===== config.mk =====
export PLATFORM = sky130hd
export DESIGN_NAME = tty_line_discipline
export DESIGN_NICKNAME = d
export VERILOG_FILES = /design/src/hw/rtl/tld_pkg.sv /design/src/hw/rtl/tty_line_discipline.sv /design/src/hw/rtl/tld_front.sv /design/src/hw/rtl/tld_kfifo.sv /design/src/hw/rtl/tld_edit.sv
export SDC_FILE = /design/constraint.sdc
export NUM_CORES = 2
export LEC_CHECK = 0
export ABC_AREA = 1
export BUFFER_PORTS_ARGS = -buffer_cell sky130_fd_sc_hd__buf_2
export CAP_MARGIN = 20
export CORE_MARGIN = 2
export CORE_UTILIZATION = 45
export CTS_CLUSTER_SIZE = 24
export DETAILED_ROUTE_END_ITERATION = 16
export PLACE_DENSITY_LB_ADDON = 0.25
export SLEW_MARGIN = 20
export SYNTH_ARGS = -nofsm -noshare
export SYNTH_HDL_FRONTEND = slang
export SYNTH_HIERARCHICAL = 1
export SYNTH_SLANG_ARGS = --single-unit

===== constraint.sdc =====
create_clock -name clk -period 5.9 [get_ports clk]
set_clock_uncertainty 0.2 [all_clocks]
set_input_delay 0.295 -clock clk [delete_from_list [all_inputs] [get_ports clk]]
set_output_delay 0.295 -clock clk [all_outputs]
set_load 0.01 [all_outputs]

===== src/hw/rtl/tld_pkg.sv =====
`default_nettype none
package tld_pkg;

    typedef enum logic [1:0] {
        KIND_PUSH    = 2'd0,
        KIND_SERVICE = 2'd1,
        KIND_REQUEST = 2'd2,
        KIND_NONE    = 2'd3
    } kind_t;

    typedef struct packed {
        kind_t       kind;
        logic [7:0]  key_byte;
        logic [15:0] count;
        logic [7:0]  tag;
        logic [31:0] base;
    } cmd_t;

    typedef struct packed {
        kind_t       kind;
        logic        popped;
        logic        dropped;
        logic [15:0] count;
        logic [7:0]  tag;
        logic [31:0] base;
    } kop_t;

endpackage
`default_nettype wire


===== src/hw/rtl/tty_line_discipline.sv =====
`default_nettype none
// Canonical terminal input path with one pending reader.
// Item channel (item_valid/item_ready): action 0 pushes key_byte into the key
// FIFO, 1 services one buffered byte through the line editor, 2 posts a read
// request (request_count, request_tag, request_base); action 3 does nothing.
// Result channel (result_valid/result_ready): exactly one result per item, in
// order, carrying echo, buffer store, read completion and key-drop flags.
// Throughput: one item per cycle while result_ready is high; the key FIFO
// memory takes one write or one registered read per item, so every action
// takes the same slot; items pass queue, FIFO stage and output register.
// A two-entry command queue sits ahead of the FIFO stage, and the output
// register decouples the receiver. When result_ready is low the output holds,
// the FIFO stage stalls and the queue fills; item_ready drops once the queue
// holds two entries, at most three transfers after the stall begins.
// Reset clears FIFO pointers and fill, the pending request and result_valid;
// FIFO contents are left as they are.
module tty_line_discipline #(
    parameter int FIFO_DEPTH = 256
) (
    input  logic        clk,
    input  logic        rst_n,
    input  logic        item_valid,
    output logic        item_ready,
    input  logic [1:0]  action,
    input  logic [7:0]  key_byte,
    input  logic [15:0] request_count,
    input  logic [7:0]  request_tag,
    input  logic [31:0] request_base,
    output logic        result_valid,
    input  logic        result_ready,
    output logic        echo_valid,
    output logic [7:0]  echo_char,
    output logic        store_valid,
    output logic [31:0] store_address,
    output logic [7:0]  store_byte,
    output logic        done_valid,
    output logic [7:0]  done_tag,
    output logic [15:0] done_count,
    output logic        key_dropped
);
    import tld_pkg::*;

    logic       q_valid;
    logic       q_pop;
    cmd_t       q_cmd;
    logic       s1_valid;
    kop_t       s1_op;
    logic [7:0] s1_char;
    logic       s1_take;

    tld_front u_front (
        .clk           (clk),
        .rst_n         (rst_n),
        .item_valid    (item_valid),
        .item_ready    (item_ready),
        .action        (action),
        .key_byte      (key_byte),
        .request_count (request_count),
        .request_tag   (request_tag),
        .request_base  (request_base),
        .q_valid       (q_valid),
        .q_pop         (q_pop),
        .q_cmd         (q_cmd)
    );

    tld_kfifo #(
        .FIFO_DEPTH (FIFO_DEPTH)
    ) u_kfifo (
        .clk      (clk),
        .rst_n    (rst_n),
        .q_valid  (q_valid),
        .q_pop    (q_pop),
        .q_cmd    (q_cmd),
        .s1_valid (s1_valid),
        .s1_op    (s1_op),
        .s1_char  (s1_char),
        .s1_take  (s1_take)
    );

    tld_edit u_edit (
        .clk           (clk),
        .rst_n         (rst_n),
        .s1_valid      (s1_valid),
        .s1_op         (s1_op),
        .s1_char       (s1_char),
        .s1_take       (s1_take),
        .result_valid  (result_valid),
        .result_ready  (result_ready),
        .echo_valid    (echo_valid),
        .echo_char     (echo_char),
        .store_valid   (store_valid),
        .store_address (store_address),
        .store_byte    (store_byte),
        .done_valid    (done_valid),
        .done_tag      (done_tag),
        .done_count    (done_count),
        .key_dropped   (key_dropped)
    );

endmodule
`default_nettype wire


===== src/hw/rtl/tld_front.sv =====
`default_nettype none
module tld_front (
    input  logic           clk,
    input  logic           rst_n,
    input  logic           item_valid,
    output logic           item_ready,
    input  logic [1:0]     action,
    input  logic [7:0]     key_byte,
    input  logic [15:0]    request_count,
    input  logic [7:0]     request_tag,
    input  logic [31:0]    request_base,
    output logic           q_valid,
    input  logic           q_pop,
    output tld_pkg::cmd_t  q_cmd
);
    import tld_pkg::*;

    localparam logic [1:0] ACT_PUSH    = 2'd0;
    localparam logic [1:0] ACT_SERVICE = 2'd1;
    localparam logic [1:0] ACT_REQUEST = 2'd2;

    cmd_t       entry_reg [2];
    logic       wr_ptr_reg, wr_ptr_next;
    logic       rd_ptr_reg, rd_ptr_next;
    logic [1:0] count_reg, count_next;
    kind_t      kind;
    logic       push;
    logic       pop;

    always_comb
    begin
        case (action)
            ACT_PUSH:    kind = KIND_PUSH;
            ACT_SERVICE: kind = KIND_SERVICE;
            ACT_REQUEST: kind = KIND_REQUEST;
            default:     kind = KIND_NONE;
        endcase
    end

    assign item_ready = (count_reg != 2'd2);
    assign q_valid    = (count_reg != 2'd0);
    assign q_cmd      = entry_reg[rd_ptr_reg];
    assign push       = item_valid && item_ready;
    assign pop        = q_pop && q_valid;

    always_comb
    begin
        wr_ptr_next = push ? ~wr_ptr_reg : wr_ptr_reg;
        rd_ptr_next = pop ? ~rd_ptr_reg : rd_ptr_reg;
        count_next  = count_reg + {1'b0, push} - {1'b0, pop};
    end

    always_ff @(posedge clk or negedge rst_n)
    begin
        if (!rst_n)
        begin
            wr_ptr_reg <= 1'b0;
            rd_ptr_reg <= 1'b0;
            count_reg  <= 2'd0;
        end
        else
        begin
            wr_ptr_reg <= wr_ptr_next;
            rd_ptr_reg <= rd_ptr_next;
            count_reg  <= count_next;
        end
    end

    always_ff @(posedge clk)
    begin
        if (push)
        begin
            entry_reg[wr_ptr_reg].kind     <= kind;
            entry_reg[wr_ptr_reg].key_byte <= key_byte;
            entry_reg[wr_ptr_reg].count    <= request_count;
            entry_reg[wr_ptr_reg].tag      <= request_tag;
            entry_reg[wr_ptr_reg].base     <= request_base;
        end
    end

endmodule
`default_nettype wire


===== src/hw/rtl/tld_kfifo.sv =====
`default_nettype none
module tld_kfifo #(
    parameter int FIFO_DEPTH = 256
) (
    input  logic           clk,
    input  logic           rst_n,
    input  logic           q_valid,
    output logic           q_pop,
    input  tld_pkg::cmd_t  q_cmd,
    output logic           s1_valid,
    output tld_pkg::kop_t  s1_op,
    output logic [7:0]     s1_char,
    input  logic           s1_take
);
    import tld_pkg::*;

    localparam int AW = $clog2(FIFO_DEPTH);
    localparam int FW = $clog2(FIFO_DEPTH + 1);
    localparam logic [AW-1:0] LAST = AW'(FIFO_DEPTH - 1);
    localparam logic [FW-1:0] FULL = FW'(FIFO_DEPTH);

    logic [7:0]    fifo_store_reg [FIFO_DEPTH];
    logic [7:0]    rdata_reg;
    logic [AW-1:0] head_reg, head_next;
    logic [AW-1:0] tail_reg, tail_next;
    logic [FW-1:0] fill_reg, fill_next;
    logic          s1_valid_reg, s1_valid_next;
    kop_t          op_reg;
    logic          advance;
    logic          take_cmd;
    logic          is_full;
    logic          do_push;
    logic          do_pop;

    assign advance  = !s1_valid_reg || s1_take;
    assign q_pop    = advance;
    assign take_cmd = advance && q_valid;
    assign is_full  = (fill_reg == FULL);
    assign do_push  = take_cmd && (q_cmd.kind == KIND_PUSH) && !is_full;
    assign do_pop   = take_cmd && (q_cmd.kind == KIND_SERVICE) && (fill_reg != '0);

    always_comb
    begin
        head_next     = head_reg;
        tail_next     = tail_reg;
        fill_next     = fill_reg;
        s1_valid_next = advance ? q_valid : s1_valid_reg;
        if (do_push)
        begin
            head_next = (head_reg == LAST) ? '0 : head_reg + 1'b1;
            fill_next = fill_reg + 1'b1;
        end
        if (do_pop)
        begin
            tail_next = (tail_reg == LAST) ? '0 : tail_reg + 1'b1;
            fill_next = fill_reg - 1'b1;
        end
    end

    always_ff @(posedge clk or negedge rst_n)
    begin
        if (!rst_n)
        begin
            head_reg     <= '0;
            tail_reg     <= '0;
            fill_reg     <= '0;
            s1_valid_reg <= 1'b0;
        end
        else
        begin
            head_reg     <= head_next;
            tail_reg     <= tail_next;
            fill_reg     <= fill_next;
            s1_valid_reg <= s1_valid_next;
        end
    end

    always_ff @(posedge clk)
    begin
        if (take_cmd)
        begin
            op_reg.kind    <= q_cmd.kind;
            op_reg.popped  <= do_pop;
            op_reg.dropped <= (q_cmd.kind == KIND_PUSH) && is_full;
            op_reg.count   <= q_cmd.count;
            op_reg.tag     <= q_cmd.tag;
            op_reg.base    <= q_cmd.base;
        end
    end

    always_ff @(posedge clk)
    begin
        if (do_push)
        begin
            fifo_store_reg[head_reg] <= q_cmd.key_byte;
        end
        if (do_pop)
        begin
            rdata_reg <= fifo_store_reg[tail_reg];
        end
    end

    assign s1_valid = s1_valid_reg;
    assign s1_op    = op_reg;
    assign s1_char  = rdata_reg;

endmodule
`default_nettype wire


===== src/hw/rtl/tld_edit.sv =====
`default_nettype none
module tld_edit (
    input  logic           clk,
    input  logic           rst_n,
    input  logic           s1_valid,
    input  tld_pkg::kop_t  s1_op,
    input  logic [7:0]     s1_char,
    output logic           s1_take,
    output logic           result_valid,
    input  logic           result_ready,
    output logic           echo_valid,
    output logic [7:0]     echo_char,
    output logic           store_valid,
    output logic [31:0]    store_address,
    output logic [7:0]     store_byte,
    output logic           done_valid,
    output logic [7:0]     done_tag,
    output logic [15:0]    done_count,
    output logic           key_dropped
);
    import tld_pkg::*;

    localparam logic [7:0] CH_SPACE = 8'h20;
    localparam logic [7:0] CH_TILDE = 8'h7E;
    localparam logic [7:0] CH_BS    = 8'h08;
    localparam logic [7:0] CH_NL    = 8'h0A;

    logic [15:0] left_reg, left_next;
    logic [15:0] moved_reg, moved_next;
    logic [31:0] base_reg, base_next;
    logic [7:0]  tag_reg, tag_next;
    logic        result_valid_reg, result_valid_next;

    logic        echo_valid_reg, echo_valid_next;
    logic [7:0]  echo_char_reg, echo_char_next;
    logic        store_valid_reg, store_valid_next;
    logic [31:0] store_address_reg, store_address_next;
    logic [7:0]  store_byte_reg, store_byte_next;
    logic        done_valid_reg, done_valid_next;
    logic [7:0]  done_tag_reg, done_tag_next;
    logic [15:0] done_count_reg, done_count_next;
    logic        key_dropped_reg, key_dropped_next;

    logic        out_load;
    logic        printable;

    assign out_load  = s1_valid && (!result_valid_reg || result_ready);
    assign s1_take   = out_load;
    assign printable = s1_char inside {[CH_SPACE:CH_TILDE]};

    always_comb
    begin
        left_next          = left_reg;
        moved_next         = moved_reg;
        base_next          = base_reg;
        tag_next           = tag_reg;
        echo_valid_next    = 1'b0;
        echo_char_next     = 8'd0;
        store_valid_next   = 1'b0;
        store_address_next = 32'd0;
        store_byte_next    = 8'd0;
        done_valid_next    = 1'b0;
        done_tag_next      = 8'd0;
        done_count_next    = 16'd0;
        key_dropped_next   = 1'b0;
        case (s1_op.kind)
            KIND_PUSH:
            begin
                key_dropped_next = s1_op.dropped;
            end
            KIND_SERVICE:
            begin
                if (s1_op.popped && (left_reg != 16'd0))
                begin
                    if (printable)
                    begin
                        echo_valid_next    = 1'b1;
                        store_valid_next   = 1'b1;
                        store_address_next = base_reg + {16'd0, moved_reg};
                        store_byte_next    = s1_char;
                        moved_next         = moved_reg + 16'd1;
                        left_next          = left_reg - 16'd1;
                    end
                    else if ((s1_char == CH_BS) && (moved_reg != 16'd0))
                    begin
                        echo_valid_next = 1'b1;
                        moved_next      = moved_reg - 16'd1;
                        left_next       = left_reg + 16'd1;
                    end
                    if ((s1_char == CH_NL) || (left_next == 16'd0))
                    begin
                        echo_valid_next = 1'b1;
                        done_valid_next = 1'b1;
                        done_tag_next   = tag_reg;
                        done_count_next = moved_next;
                        left_next       = 16'd0;
                    end
                    if (echo_valid_next)
                    begin
                        echo_char_next = s1_char;
                    end
                end
            end
            KIND_REQUEST:
            begin
                left_next  = s1_op.count;
                tag_next   = s1_op.tag;
                base_next  = s1_op.base;
                moved_next = 16'd0;
            end
            default:
            begin
            end
        endcase
        result_valid_next = out_load ? 1'b1 : (result_ready ? 1'b0 : result_valid_reg);
    end

    always_ff @(posedge clk or negedge rst_n)
    begin
        if (!rst_n)
        begin
            left_reg         <= 16'd0;
            moved_reg        <= 16'd0;
            base_reg         <= 32'd0;
            tag_reg          <= 8'd0;
            result_valid_reg <= 1'b0;
        end
        else
        begin
            result_valid_reg <= result_valid_next;
            if (out_load)
            begin
                left_reg  <= left_next;
                moved_reg <= moved_next;
                base_reg  <= base_next;
                tag_reg   <= tag_next;
            end
        end
    end

    always_ff @(posedge clk)
    begin
        if (out_load)
        begin
            echo_valid_reg    <= echo_valid_next;
            echo_char_reg     <= echo_char_next;
            store_valid_reg   <= store_valid_next;
            store_address_reg <= store_address_next;
            store_byte_reg    <= store_byte_next;
            done_valid_reg    <= done_valid_next;
            done_tag_reg      <= done_tag_next;
            done_count_reg    <= done_count_next;
            key_dropped_reg   <= key_dropped_next;
        end
    end

    assign result_valid  = result_valid_reg;
    assign echo_valid    = echo_valid_reg;
    assign echo_char     = echo_char_reg;
    assign store_valid   = store_valid_reg;
    assign store_address = store_address_reg;
    assign store_byte    = store_byte_reg;
    assign done_valid    = done_valid_reg;
    assign done_tag      = done_tag_reg;
    assign done_count    = done_count_reg;
    assign key_dropped   = key_dropped_reg;

endmodule
`default_nettype wire


==> flow_summary_export.csv <==
group,metric,value,unit
global_routing,grt_pass1_wl,417,mm
drt,wl,279,mm
finish,fin_cells,13000,
global_routing,antenna_found_initial,4,
setup_path,cp_data_arrival_time,5220,ps
floorplan,core,0.230,sq mm
drt,vias,69900,
yosys,yosys.area.top_type,"edfxtp_1",
floorplan,initial_utilization,45.2,%
power,irDropWorstVdd,0.558,mV
global_routing,grt_max_degree,300,
floorplan,ios,148,
timing,setup_viol,0,
timing,tightest_slew,1160,ps
setup_path,critPathCaptureType,"register",
power,p_leak,44.5,nW
setup_path,r2r_slack,980,ps
yosys,synthesis.area,0.104,sq mm
yosys,ys_ff_latch,2427,
drt,first_pass_iters,7,
yosys,postSynth.asyncResetShare,4.24,%
timing,period_share,83.4,%
power,p_per_area,515,mW/mm^2
setup_path,r2r_end,"u_kfifo/fifo_store_reg[190][5]",
clock_tree,cts_tree,"done",
global_routing,grtUsageTotal,23.4,%
setup_path,r2r_cells,12,
yosys,synth_cell_types,54,
yosys,syn_nets,9781,
setup_path,cp-startpoint,"u_edit/result_valid",
clock_tree,h-tree-depth,4,
setup_path,rr_startpoint,"u_edit/result_valid",
drt,wl_per_cell,21.4,um
finish,drive_above_1_share,6.99,%
timing,slew_headroom,22.1,%
drt,drc_errors,0,
floorplan,chipWidth,484,um
global_routing,grt_pass1_vias,67900,
floorplan,num_rows,176,
timing,finalCriticalPeriod,4920,ps
setup_path,start_kind,"register",
timing,fin_tns_setup,0,ps
floorplan,dieHeight,484,um
floorplan,die-area,0.234,sq mm
drt,avgViaCountPerCell,5.37,
finish,largest_reg_flops,2048,
setup_path,cp_max_fo,22,
min_path,hold_path_class,"input port to register",
clock_tree,clk_latency,890,ps
yosys,synth_top_area_share,67.3,%
min_path,hold_path.startpoint,"result_ready",
place,io_buffers,147,
place,dpl-instance-area,0.107,sq mm
timing,hold_viol,0,
clock_tree,cts_setup_buffers,0,
drt,drt_iter0_drc,7710,
finish,area_delta_synth_final,11.8,%
place,place_inst,12400,
power,finalPower,0.0598,W
place,place_hpwl,164,mm
job,cap_violations,0,
drt,final_antenna_net_count,0,
clock_tree,clock_tree.buffer_depth,3,
yosys,ys.flop_type,"edfxtp_1",
yosys,syn_area_per_cell,10.7,sq um
place,place_congestion,0.889,
timing,slew_viol_final,0,
clock_tree,cts_buffers,236,
min_path,hold_depth,5,
global_routing,grt_overflow,0,
min_path,whs_endpoint,"u_edit/result_valid",
clock_tree,cts_root_buf,"clkbuf_16",
yosys,ys_top_cells_by_area,"edfxtp_1, nand2_1, nor2_1",
yosys,yosysSeqAreaShare,69.7,%
yosys,yosysWarnings,6,
setup_path,required,6200,ps
status,status,"completed",
clock_tree,clk_pin_slew_worst_paths,60,ps
timing,rsz0062_at_grt,"no",
finish,final_area,0.116,sq mm
finish,fin_nets,9887,
timing,timing.fmax,203,MHz
clock_tree,cts_sinks,2427,
yosys,synth_edf_count,2324,
setup_path,path_class,"register to register",
yosys,synth_cells,9675,
==> worst max-delay path, stage by stage, from the launching register on <==
cell and delay [ps]:
dfrtp_1 390, nand2_1 110, nand2_1 150, clkinv_2 360
inv_1 90, nand2_1 130, nand2_1 130, nor3_1 160
nand2_1 400, nor2_1 470, nand3_2 840, buf_4 520
nor2_1 540
==> stage by stage <==
step / setup WS (ps) / utilization, % / hold slack [ps]
2_1_floorplan: 1010 / - / -201
3_3_place_gp: 900 / 46.5 / 229
3_5_place_dp: 894 / 46.5 / 241
4_1_cts: 950 / 50.5 / 36.2
5_1_grt: 639 / 50.5 / 110
6_report: 980 / 50.5 / 112
==> kinds of logic after synthesis <==
| family | count (synthesis) | share of synthesized area (%) |
|---|---|---|
| fa+ha+maj | 36 | 0.449 |
| buf+inv | 1274 | 5.46 |
| xor+xnor | 40 | 0.338 |
| simple gates | 5017 | 19.5 |
| other cells | 1 | 0.00361 |
| mux | 4 | 0.0398 |
| compound gates | 876 | 4.46 |
| flops | 2427 | 69.7 |
==> metal layers <==
metal	wire (um)	share of wire, %	up-vias	global-route usage, %
met1	119000	43	34100	32.9
li1	-	-	32500	-
met3	22400	8.0	404	3.57
met2	130000	47	2797	37.7
met5	13	0.0047	-	0
met4	7650	2.7	2	6.96
==> how the worst max path moves through the flow <==
stage	end	slack, ps
6_report	u_kfifo/fifo_store_reg[190][5]	980
5_1_grt	u_kfifo/fifo_store_reg[190][2]	640
4_1_cts	u_kfifo/fifo_store_reg[174][6]	950
3_5_place_dp	u_kfifo/fifo_store_reg[174][6]	890
3_3_place_gp	u_kfifo/fifo_store_reg[254][5]	900
2_1_floorplan	u_kfifo/fifo_store_reg[0][0]	1010
==> cells in the mapped netlist, drive strengths merged, types with 3 or more instances <==
cell,instances
buf,348
a31oi,5
or2,24
a21oi,191
edfxtp,2324
clkbuf,167
a21boi,3
o21ai,585
nand4,21
xnor2,3
nor2,1380
nand3b,7
inv,751
nor4,9
ha,34
dfrtp,103
o22ai,14
clkinv,8
xor2,37
nand3,764
nand2,2789
mux2i,3
nor3,19
o211ai,68
==> power by group <==
| part | total [W] | internal [W] | switching [W] |
|---|---|---|---|
| combinational | 0.0214 | 0.00510 | 0.0163 |
| clock | 0.0151 | 0.00883 | 0.00631 |
| sequential | 0.0232 | 0.0225 | 0.000794 |
| total | 0.0598 | 0.0364 | 0.0234 |
==> cell usage in the layout (no fill, tap or decap), types with 96 or more instances in the layout <==
cell type and n:
buf_2 146, dlygate4sd3_1 136, edfxtp_1 2324, nor2_1 1345, clkbuf_16 241, a21oi_1 191, nand3_1 759, o21ai_1 96
o21ai_0 488, inv_1 737, nand2_1 2757, dfrtp_1 99
==> layout make-up <==
class	count	area, sq um
Clock buffer	303	6360
Antenna cell	4	10.0
Multi-Input combinational cell	5974	25900
Timing Repair Buffer	383	3260
Sequential cell	2427	72400
Fill cell	20200	114000
Tap cell	3026	3790
Clock inverter	133	1420
Inverter	759	2890
==> repair_timing <==
item	CTS	global route
hold buffers	137	0
gates resized for setup	0	0
hold endpoints to repair	261	0
Note: power is estimated with default switching activity, not from simulation.
